[config.mk]
export PLATFORM = sky130hd
export DESIGN_NAME = button_gesture_classifier_top
export DESIGN_NICKNAME = d
export VERILOG_FILES = /design/src/bgc_pkg.sv /design/src/bgc_ram.sv /design/src/bgc_elapsed.sv /design/src/button_gesture_classifier_top.sv
export SDC_FILE = /design/constraint.sdc
export NUM_CORES = 1
export LEC_CHECK = 0
export BUFFER_PORTS_ARGS = -buffer_cell sky130_fd_sc_hd__buf_4
export CAP_MARGIN = 20
export CORE_AREA = 2 2 266 268
export DETAILED_ROUTE_END_ITERATION = 16
export DIE_AREA = 0 0 268 270
export PLACE_DENSITY = 0.62
export SLEW_MARGIN = 20
export SYNTH_ARGS = -nofsm -noshare
export SYNTH_HDL_FRONTEND = slang
export SYNTH_SLANG_ARGS = --single-unit
[constraint.sdc]
create_clock -name clk_i -period 11.25 [get_ports clk_i]
set_input_delay 0.5625 -clock clk_i [delete_from_list [all_inputs] [get_ports clk_i]]
set_output_delay 0.5625 -clock clk_i [all_outputs]
set_load 0.01 [all_outputs]
[src/bgc_pkg.sv]
// shared types and constants of the button gesture classifier
package bgc_pkg;

  // default sizes
  localparam int unsigned BUTTON_COUNT_DEF = 7;
  localparam int unsigned QUEUE_SLOTS_DEF  = 16;

  // mask fields carry seven buttons, the button vector is at most sixteen wide
  localparam int unsigned MASK_BITS   = 7;
  localparam int unsigned MAX_BUTTONS = 16;

  // queue entry: button in bits 4..2, event type in bits 1..0
  localparam int unsigned EVENT_W = 5;

  // configuration reset values
  localparam logic [15:0] LONG_PRESS_RST    = 16'd1000;
  localparam logic [15:0] DOUBLE_WINDOW_RST = 16'd300;
  localparam logic [6:0]  DOUBLE_MASK_RST   = 7'd0;

  typedef enum logic [1:0] {
    PH_IDLE,
    PH_PRESSED,
    PH_RELEASED,
    PH_AGAIN
  } phase_e;

  typedef enum logic [1:0] {
    EV_SHORT,
    EV_LONG,
    EV_DOUBLE
  } ev_type_e;

  typedef enum logic [2:0] {
    CMD_EDGE,
    CMD_TICK,
    CMD_POP,
    CMD_PUSH,
    CMD_DRAIN
  } cmd_e;

  typedef enum logic [1:0] {
    CFG_LONG,
    CFG_WINDOW,
    CFG_DMASK
  } cfg_idx_e;

  typedef enum logic [2:0] {
    S_IDLE,
    S_EDGE,
    S_TICK,
    S_POP_RD,
    S_POP_DATA,
    S_PUSH,
    S_DRAIN,
    S_RESULT
  } state_e;

endpackage

[src/bgc_ram.sv]
// generic single write port ram with registered read
module bgc_ram #(
  parameter int unsigned WIDTH = 8,
  parameter int unsigned DEPTH = 16
) (
  input  logic                     clk_i,
  input  logic                     we_i,
  input  logic [$clog2(DEPTH)-1:0] waddr_i,
  input  logic [WIDTH-1:0]         wdata_i,
  input  logic [$clog2(DEPTH)-1:0] raddr_i,
  output logic [WIDTH-1:0]         rdata_o
);

  logic [WIDTH-1:0] mem_q [DEPTH];
  logic [WIDTH-1:0] rdata_q;

  // write port
  always_ff @(posedge clk_i) begin
    if (we_i) begin
      mem_q[waddr_i] <= wdata_i;
    end
  end

  // registered read port
  always_ff @(posedge clk_i) begin
    rdata_q <= mem_q[raddr_i];
  end

  assign rdata_o = rdata_q;

endmodule

[src/bgc_elapsed.sv]
// shared elapsed-time unit: wrapping 32-bit difference compared against a limit
module bgc_elapsed (
  input  logic [31:0] now_i,
  input  logic [31:0] stamp_i,
  input  logic [15:0] limit_i,
  output logic        reached_o
);

  logic [31:0] diff;

  // modulo 2^32 difference, then unsigned compare
  assign diff      = now_i - stamp_i;
  assign reached_o = diff >= {16'd0, limit_i};

endmodule

[src/button_gesture_classifier_top.sv]
// Button gesture classifier top level
//
// Input channel (in_valid_i / in_ready_o) takes one command item: a button
// edge, a tick, a pop, a push at the queue front, or a drain. Every item
// gives exactly one result item on out_valid_o / out_ready_i: the popped
// event if any, the queue fill, the mask of buttons waiting for their
// double-click window and a drop flag.
// An edge, push or drain passes through its own state and then S_RESULT; a
// pop reads the ram in S_POP_RD and S_POP_DATA, skipping S_POP_DATA when the
// queue is empty; a tick stays in S_TICK until the last button; an unused
// command goes straight to S_RESULT. A tick walks the buttons one per cycle
// through a single shared subtract-and-compare unit. One item is in flight at
// a time: in_ready_o is high only while idle, and the block goes idle the
// cycle after the result is taken.
// While the receiver stalls the result is held unchanged and no new item is
// taken. The configuration port (cfg_valid_i / cfg_ready_o) is always ready.
// Reset puts every button in idle, empties the queue and loads the default
// configuration; the event store needs no clearing.
module button_gesture_classifier_top
  import bgc_pkg::*;
#(
  parameter int unsigned BUTTON_COUNT = BUTTON_COUNT_DEF,
  parameter int unsigned QUEUE_SLOTS  = QUEUE_SLOTS_DEF
) (
  input  logic        clk_i,
  input  logic        rst_ni,
  // input items
  input  logic        in_valid_i,
  output logic        in_ready_o,
  input  logic [2:0]  command_i,
  input  logic [2:0]  button_index_i,
  input  logic        level_pressed_i,
  input  logic [31:0] time_ms_i,
  input  logic [6:0]  held_mask_i,
  input  logic [1:0]  push_type_i,
  // result items
  output logic        out_valid_o,
  input  logic        out_ready_i,
  output logic        event_valid_o,
  output logic [2:0]  event_button_o,
  output logic [1:0]  event_type_o,
  output logic [3:0]  queue_count_o,
  output logic [6:0]  short_pending_mask_o,
  output logic        dropped_o,
  // configuration writes
  input  logic        cfg_valid_i,
  output logic        cfg_ready_o,
  input  logic [1:0]  cfg_index_i,
  input  logic [15:0] cfg_data_i
);

  localparam int unsigned BW = (BUTTON_COUNT > 1) ? $clog2(BUTTON_COUNT) : 1;
  localparam int unsigned QW = $clog2(QUEUE_SLOTS);
  localparam int unsigned CW = (QW + 1 > 4) ? QW + 1 : 4;

  state_e state_q, state_d;

  // configuration
  logic [15:0] long_q, win_q;
  logic [6:0]  dmask_q;

  // captured item
  logic [2:0]  btn_q;
  logic        lvl_q;
  logic [31:0] time_q;
  logic [6:0]  held_q;
  logic [1:0]  ptype_q;

  // per-button state
  phase_e      phase_q [BUTTON_COUNT];
  phase_e      phase_d [BUTTON_COUNT];
  logic [31:0] press_q [BUTTON_COUNT];
  logic [31:0] press_d [BUTTON_COUNT];
  logic [31:0] rel_q   [BUTTON_COUNT];
  logic [31:0] rel_d   [BUTTON_COUNT];

  // queue pointers and result registers
  logic [QW-1:0] head_q, head_d, tail_q, tail_d;
  logic [QW-1:0] head_next, head_prev, tail_next;
  logic          drop_q, drop_d;
  logic          ev_valid_q, ev_valid_d;
  logic [2:0]    ev_btn_q, ev_btn_d;
  logic [1:0]    ev_type_q, ev_type_d;

  logic [BW-1:0] tick_idx_q, tick_idx_d;
  logic          tick_last;

  // shared unit and selection
  logic [BW-1:0]          cur_idx;
  phase_e                 cur_phase;
  logic [31:0]            sel_stamp;
  logic [15:0]            sel_limit;
  logic                   reached;
  logic                   btn_ok, ptype_ok;
  logic [MAX_BUTTONS-1:0] dmask_wide, held_wide;
  logic [BUTTON_COUNT-1:0] dbl_vec, held_vec;

  // queue write path
  logic                push_req;
  ev_type_e            push_ev;
  logic                ram_we;
  logic [QW-1:0]       ram_waddr;
  logic [EVENT_W-1:0]  ram_wdata, ram_rdata;

  logic in_acc, out_acc;
  logic [CW-1:0] fill;

  assign in_acc  = in_valid_i && in_ready_o;
  assign out_acc = out_valid_o && out_ready_i;

  // configuration registers
  assign cfg_ready_o = 1'b1;
  always_ff @(posedge clk_i or negedge rst_ni) begin
    if (!rst_ni) begin
      long_q  <= LONG_PRESS_RST;
      win_q   <= DOUBLE_WINDOW_RST;
      dmask_q <= DOUBLE_MASK_RST;
    end else if (cfg_valid_i) begin
      case (cfg_idx_e'(cfg_index_i))
        CFG_LONG:   long_q  <= cfg_data_i;
        CFG_WINDOW: win_q   <= cfg_data_i;
        CFG_DMASK:  dmask_q <= cfg_data_i[6:0];
        default: ;
      endcase
    end
  end

  // item capture
  always_ff @(posedge clk_i) begin
    if (in_acc) begin
      btn_q   <= button_index_i;
      lvl_q   <= level_pressed_i;
      time_q  <= time_ms_i;
      held_q  <= held_mask_i;
      ptype_q <= push_type_i;
    end
  end

  // button selection for the shared unit
  assign cur_idx    = (state_q == S_TICK) ? tick_idx_q : BW'(btn_q);
  assign cur_phase  = phase_q[cur_idx];
  assign sel_stamp  = (cur_phase == PH_RELEASED) ? rel_q[cur_idx] : press_q[cur_idx];
  assign sel_limit  = (cur_phase == PH_RELEASED) ? win_q : long_q;
  assign btn_ok     = {2'b00, btn_q} < 5'(BUTTON_COUNT);
  assign ptype_ok   = ptype_q <= 2'(EV_DOUBLE);
  assign dmask_wide = MAX_BUTTONS'(dmask_q);
  assign held_wide  = MAX_BUTTONS'(held_q);
  assign dbl_vec    = dmask_wide[BUTTON_COUNT-1:0];
  assign held_vec   = held_wide[BUTTON_COUNT-1:0];
  assign tick_last  = tick_idx_q == BW'(BUTTON_COUNT - 1);

  bgc_elapsed u_elapsed (
    .now_i    (time_q),
    .stamp_i  (sel_stamp),
    .limit_i  (sel_limit),
    .reached_o(reached)
  );

  // ring pointer neighbours
  assign head_next = (head_q == QW'(QUEUE_SLOTS - 1)) ? '0 : head_q + 1'b1;
  assign head_prev = (head_q == '0) ? QW'(QUEUE_SLOTS - 1) : head_q - 1'b1;
  assign tail_next = (tail_q == QW'(QUEUE_SLOTS - 1)) ? '0 : tail_q + 1'b1;

  // next state
  always_comb begin
    state_d = state_q;
    case (state_q)
      S_IDLE: begin
        if (in_valid_i) begin
          case (cmd_e'(command_i))
            CMD_EDGE:  state_d = S_EDGE;
            CMD_TICK:  state_d = S_TICK;
            CMD_POP:   state_d = S_POP_RD;
            CMD_PUSH:  state_d = S_PUSH;
            CMD_DRAIN: state_d = S_DRAIN;
            default:   state_d = S_RESULT;
          endcase
        end
      end
      S_TICK:     if (tick_last) state_d = S_RESULT;
      S_POP_RD:   state_d = (head_q == tail_q) ? S_RESULT : S_POP_DATA;
      S_EDGE, S_POP_DATA, S_PUSH, S_DRAIN: state_d = S_RESULT;
      S_RESULT:   if (out_ready_i) state_d = S_IDLE;
      default:    state_d = S_IDLE;
    endcase
  end

  // handshake outputs
  always_comb begin
    in_ready_o  = 1'b0;
    out_valid_o = 1'b0;
    case (state_q)
      S_IDLE:   in_ready_o  = 1'b1;
      S_RESULT: out_valid_o = 1'b1;
      default: ;
    endcase
  end

  // datapath next values
  always_comb begin
    phase_d    = phase_q;
    press_d    = press_q;
    rel_d      = rel_q;
    head_d     = head_q;
    tail_d     = tail_q;
    drop_d     = drop_q;
    ev_valid_d = ev_valid_q;
    ev_btn_d   = ev_btn_q;
    ev_type_d  = ev_type_q;
    tick_idx_d = tick_idx_q;
    push_req   = 1'b0;
    push_ev    = EV_SHORT;
    ram_we     = 1'b0;
    ram_waddr  = tail_q;
    ram_wdata  = {3'(cur_idx), EV_SHORT};

    if (in_acc) begin
      drop_d     = 1'b0;
      ev_valid_d = 1'b0;
      ev_btn_d   = '0;
      ev_type_d  = '0;
      tick_idx_d = '0;
    end

    case (state_q)
      // one edge through the per-button phase machine
      S_EDGE: begin
        if (btn_ok) begin
          case (cur_phase)
            PH_IDLE: begin
              if (lvl_q) begin
                phase_d[cur_idx] = PH_PRESSED;
                press_d[cur_idx] = time_q;
              end
            end
            PH_PRESSED: begin
              if (!lvl_q) begin
                if (reached) begin
                  push_req         = 1'b1;
                  push_ev          = EV_LONG;
                  phase_d[cur_idx] = PH_IDLE;
                end else if (dbl_vec[cur_idx]) begin
                  rel_d[cur_idx]   = time_q;
                  phase_d[cur_idx] = PH_RELEASED;
                end else begin
                  push_req         = 1'b1;
                  push_ev          = EV_SHORT;
                  phase_d[cur_idx] = PH_IDLE;
                end
              end
            end
            PH_RELEASED: begin
              if (lvl_q) begin
                if (reached) begin
                  push_req         = 1'b1;
                  push_ev          = EV_SHORT;
                  phase_d[cur_idx] = PH_PRESSED;
                end else begin
                  phase_d[cur_idx] = PH_AGAIN;
                end
                press_d[cur_idx] = time_q;
              end
            end
            default: begin
              if (!lvl_q) begin
                push_req         = 1'b1;
                push_ev          = EV_DOUBLE;
                phase_d[cur_idx] = PH_IDLE;
              end
            end
          endcase
        end
      end
      // one button per cycle, in index order
      S_TICK: begin
        tick_idx_d = tick_idx_q + 1'b1;
        if (cur_phase == PH_PRESSED) begin
          if (held_vec[cur_idx] && reached) begin
            push_req         = 1'b1;
            push_ev          = EV_LONG;
            phase_d[cur_idx] = PH_IDLE;
          end
        end else if (cur_phase == PH_RELEASED) begin
          if (reached) begin
            push_req         = 1'b1;
            push_ev          = EV_SHORT;
            phase_d[cur_idx] = PH_IDLE;
          end
        end
      end
      // head entry is on the ram output
      S_POP_DATA: begin
        ev_valid_d = 1'b1;
        ev_btn_d   = ram_rdata[4:2];
        ev_type_d  = ram_rdata[1:0];
        head_d     = head_next;
      end
      // insert at the front of the queue
      S_PUSH: begin
        if (btn_ok && ptype_ok) begin
          if (head_prev == tail_q) begin
            drop_d = 1'b1;
          end else begin
            head_d    = head_prev;
            ram_we    = 1'b1;
            ram_waddr = head_prev;
            ram_wdata = {btn_q, ptype_q};
          end
        end
      end
      S_DRAIN: begin
        for (int i = 0; i < BUTTON_COUNT; i++) begin
          phase_d[i] = PH_IDLE;
          press_d[i] = '0;
          rel_d[i]   = '0;
        end
        head_d = '0;
        tail_d = '0;
      end
      default: ;
    endcase

    // append at the back, dropping when full
    if (push_req) begin
      if (tail_next == head_q) begin
        drop_d = 1'b1;
      end else begin
        ram_we    = 1'b1;
        ram_waddr = tail_q;
        ram_wdata = {3'(cur_idx), push_ev};
        tail_d    = tail_next;
      end
    end
  end

  // control and state registers
  always_ff @(posedge clk_i or negedge rst_ni) begin
    if (!rst_ni) begin
      state_q    <= S_IDLE;
      head_q     <= '0;
      tail_q     <= '0;
      tick_idx_q <= '0;
      drop_q     <= 1'b0;
      ev_valid_q <= 1'b0;
      ev_btn_q   <= '0;
      ev_type_q  <= '0;
      for (int i = 0; i < BUTTON_COUNT; i++) begin
        phase_q[i] <= PH_IDLE;
        press_q[i] <= '0;
        rel_q[i]   <= '0;
      end
    end else begin
      state_q    <= state_d;
      head_q     <= head_d;
      tail_q     <= tail_d;
      tick_idx_q <= tick_idx_d;
      drop_q     <= drop_d;
      ev_valid_q <= ev_valid_d;
      ev_btn_q   <= ev_btn_d;
      ev_type_q  <= ev_type_d;
      phase_q    <= phase_d;
      press_q    <= press_d;
      rel_q      <= rel_d;
    end
  end

  // event store
  bgc_ram #(
    .WIDTH(EVENT_W),
    .DEPTH(QUEUE_SLOTS)
  ) u_event_ram (
    .clk_i  (clk_i),
    .we_i   (ram_we),
    .waddr_i(ram_waddr),
    .wdata_i(ram_wdata),
    .raddr_i(head_q),
    .rdata_o(ram_rdata)
  );

  // queue fill, modulo the ring size
  assign fill = (tail_q >= head_q) ? CW'(tail_q) - CW'(head_q)
                                   : CW'(tail_q) + CW'(QUEUE_SLOTS) - CW'(head_q);

  // buttons waiting for their double-click window
  for (genvar gi = 0; gi < MASK_BITS; gi++) begin : g_pending
    if (gi < BUTTON_COUNT) begin : g_btn
      assign short_pending_mask_o[gi] = phase_q[gi] == PH_RELEASED;
    end else begin : g_none
      assign short_pending_mask_o[gi] = 1'b0;
    end
  end

  assign event_valid_o  = ev_valid_q;
  assign event_button_o = ev_btn_q;
  assign event_type_o   = ev_type_q;
  assign queue_count_o  = fill[3:0];
  assign dropped_o      = drop_q;

endmodule

==> results.yml <==
worst_setup_path:
  critPathKind: "reg -> reg"
  critical_path_arrival_ns: 10.17
  critical_path.startpoint_type: "register"
  path_max_fanout: 31
  worst_ep_required_time_ns: 11.57
  timing.critical_path.buf_inv: 2
  setup.reg_to_reg.worst_slack_ns: 1.40
  critical_path.most_common_cell: "sky130_fd_sc_hd__o21ai_0"
  critical-path-max-stage-delay_ns: 0.90
  timing.critical_path.max_delay_family: "simple AND/OR/NAND/NOR gates"
  critPathSlowestCell: "sky130_fd_sc_hd__or3b_2"
  worstSetupEndpointType: "register"
timing:
  post-route-min-period_ns: 9.85
  setup_viol: 0
  worst_slew_pin_slew_ns: 1.19
  fin_skew_ns: 0.0288
  worst_slew_margin_rel_pct: 20.4
  maxClockFrequency_mhz: 102
  rsz0062_at_grt: "false"
  final-max-slew-violation-count: 0
  fin_setup_tns_ns: 0
  hold_viol_final: 0
  post-route-period-util_pct: 87.5
cells_and_area:
  multi_input_comb_area_sq_um: 14300
  area_of_all_placed_cells_without_fillers_sq_um: 36200
  layout.cells.most_common_list: "660 x sky130_fd_sc_hd__nand2_1, 512 x sky130_fd_sc_hd__dfrtp_1, 304 x sky130_fd_sc_hd__o21ai_0"
  areaGrowthSynthToFinish_pct: 12.2
  num-fill-cells: 6146
  final_net_count: 3281
  layout.cells.most_common: "sky130_fd_sc_hd__nand2_1"
  layout-drive-gt1-share_pct: 12.6
  seq_area_sq_um: 16900
  antenna-diode-count: 0
clock_tree:
  clk_latency_ns: 0.65
  cts_max_path_buffers: 3
  h-tree-depth: 3
  cts.repair.resized: 0
  tritoncts: "built"
  post-cts-setup-buffer-count: 0
  cts_num_sinks: 652
  cts.reportedPaths.clkPinSlew_ns: 0.06
  clock_tree_root: "sky130_fd_sc_hd__clkbuf_16"
  cts_made_buffers: 75
power_and_ir_drop:
  power.share.combinational_pct: 34.5
  power-per-cell-area_nw_per_um2: 231
  clock_power_share_pct: 29.7
  switching_power_summed_over_all_nets_mw: 3.21
  power.share.switching_pct: 38.3
  power_frac_seq_pct: 35.9
  internal_power_mw: 5.17
  worst_ir_drop_vdd_mv: 0.166
  power_leakage_nw: 16.5
logic_synthesis:
  ys_seq_elements: 652
  synth_cells: 3164
  ys_seq_area_share_pct: 52.4
  ys_dominant_reg_cell: "sky130_fd_sc_hd__dfrtp_1"
  synth_cell_types: 90
  synth_async_sr_flop_share_pct: 80.1
  synth_enable_flop_cells: 125
  yosys_warnings: 0
  mappedNetlistNets: 3293
  synth.avg_cell_area_sq_um: 10.2
  ys_top_cells_by_area: "sky130_fd_sc_hd__dfrtp_1 40%, sky130_fd_sc_hd__edfxtp_1 12%, sky130_fd_sc_hd__mux2i_1 8.1%, sky130_fd_sc_hd__nand2_1 7.8%, sky130_fd_sc_hd__o21ai_0 4.7%"
  post-synth-top-area-cell: "sky130_fd_sc_hd__dfrtp_1"
  cell_area_synth_sq_um: 32300
  area_share_of_the_largest_cell_type_after_synthesis_pct: 39.7
detailed_routing:
  drc: 0
  drt-vias-per-instance: 6.24
  routed_wire_length_per_instance_um: 26.3
  dr_total_vias: 25902
  number_of_nets_still_failing_antenna_checks_after_routing: 0
  drt_first_pass_iters: 8
  wl_um: 109000
  drt_iter0_markers: 3118
grt:
  grt_start_max_net_pins: 181
  grt_pass1_wl_um: 165000
  grt_antenna_before_repair: 0
  first_global_vias: 25762
  grt_overflow: 0
  grt.total_usage_pct: 30.2
placed_design:
  gp_congestion: 0.911
  io_buffer_count: 90
  hpwl_um: 67300
  post_dp_cell_area_sq_um: 33700
floorplan:
  die_height_um: 270
  core_region_area_sq_um: 69500
  cell_row_count: 97
  die_width_um: 268
  fp.dieArea_sq_um: 72400
  initial_core_util_pct: 46.4
  ioPinCount: 92
run_status:
  run_status: "complete, no violations"
hold_path:
  holdCritPathClass: "in -> reg"
flow_run:
  maxCapViolCount: 0
==> through the flow <==
step	std cells	worst slack, ns	util (%)	total power [mW]	hold WS, ns
after global placement	4014	1.51	48.5	5.81	0.439
after floorplan	3164	3.50	-	4.82	0.267
after CTS	4149	1.47	52.1	8.35	0.0695
final	4149	1.40	52.1	8.37	0.0946
after detailed placement	4014	1.53	48.5	5.86	0.448
after global routing	4149	0.781	52.1	8.78	0.0861
==> Yosys cell counts (36+ instances only) <==
cell type	instances
sky130_fd_sc_hd__nor3_1	49
sky130_fd_sc_hd__o22ai_1	80
sky130_fd_sc_hd__o21ai_0	304
sky130_fd_sc_hd__nand2_1	667
sky130_fd_sc_hd__ha_1	56
sky130_fd_sc_hd__mux2i_1	260
sky130_fd_sc_hd__o2bb2ai_1	36
sky130_fd_sc_hd__a31oi_1	36
sky130_fd_sc_hd__mux2_2	43
sky130_fd_sc_hd__edfxtp_1	125
sky130_fd_sc_hd__clkbuf_1	197
sky130_fd_sc_hd__nor2_1	145
sky130_fd_sc_hd__a21oi_1	141
sky130_fd_sc_hd__dfrtp_1	512
==> layer usage <==
layer,vias up,part of all wire (%),global-route usage [%]
met5,-,0,0
met4,0,4.9,13.7
met3,296,7.9,5.85
met2,1230,46,47.5
met1,13068,41,40.6
li1,11308,-,-
==> power groups by stage <==
stage | registers, mW | logic (mW) | clock network (mW)
CTS | 3.00 | 2.84 | 2.52
detailed placement | 3.04 | 2.82 | 0
floorplan | 2.94 | 1.88 | 0
finish | 3.01 | 2.89 | 2.48
global route | 3.04 | 3.12 | 2.61
global placement | 3.02 | 2.79 | 0
==> cell type report <==
class	count	share of cell area, %
clock buffers	107	5.82
repair buffers	158	3.44
well taps	940	3.25
inverters	33	0.345
clock inverters	27	1.09
flip-flops and latches	652	46.7
multi-input cells	2232	39.3
==> worst reg2reg max path: cells and delay by family, from the launching register on <==
| kind | cells | cell delay (ns) |
|---|---|---|
| buf+inv | 2 | 0.53 |
| mux | 1 | 0.36 |
| compound gates | 14 | 3.42 |
| simple gates | 12 | 3.68 |
| xor+xnor | 1 | 0.18 |
| flops | 1 | 0.69 |
| fa+ha+maj | 2 | 0.65 |
==> timing repair <==
action / CTS / global route
hold buffers: 1 / 0
setup endpoints to repair: 0 / 0
endpoints found under the hold margin: 4 / 0
==> cell families (layout without fill, tap and decap cells) <==
kind of cell	after synthesis	in the layout	share of synthesized area, %
DFF	652	652	52.4
buffers and inverters	280	325	4.11
adders and majority gates	58	58	2.29
and+or+nand+nor	1019	1019	13.6
xor gates and xnor gates	31	31	0.864
other	1	1	0.0116
muxes	332	332	11.5
AOI/OAI and AO/OA	791	791	15.2
==> flip-flops by register name, indices dropped and copies added (netlist names), 2 cells and up, named ones only <==
name and cells:
tail_q 4, win_q 16, head_q 4, event_button_o 3, tick_idx_q 3, btn_q 3
phase_q 13, state_q 3, u_event_ram.mem_q 80, time_q 32, ptype_q 2, long_q 16
press_q 224, held_q 7, u_event_ram.rdata_o 5, dbl_vec 7, rel_q 224, event_type_o 2
==> final timing paths <==
check | startpoint | to | cells after the start
max | state_q[2] | u_event_ram.mem_q[1][4] | 32
min | time_ms_i[11] | time_q[11] | 1
max reg2reg | state_q[2] | u_event_ram.mem_q[1][4] | 32
min reg2reg | u_event_ram.rdata_o[3] | event_button_o[1] | 1
max in group asynchronous | rst_ni | win_q[10] | 4
min in group asynchronous | rst_ni | event_type_o[0] | 2
Power figures use the tool's default switching activity.
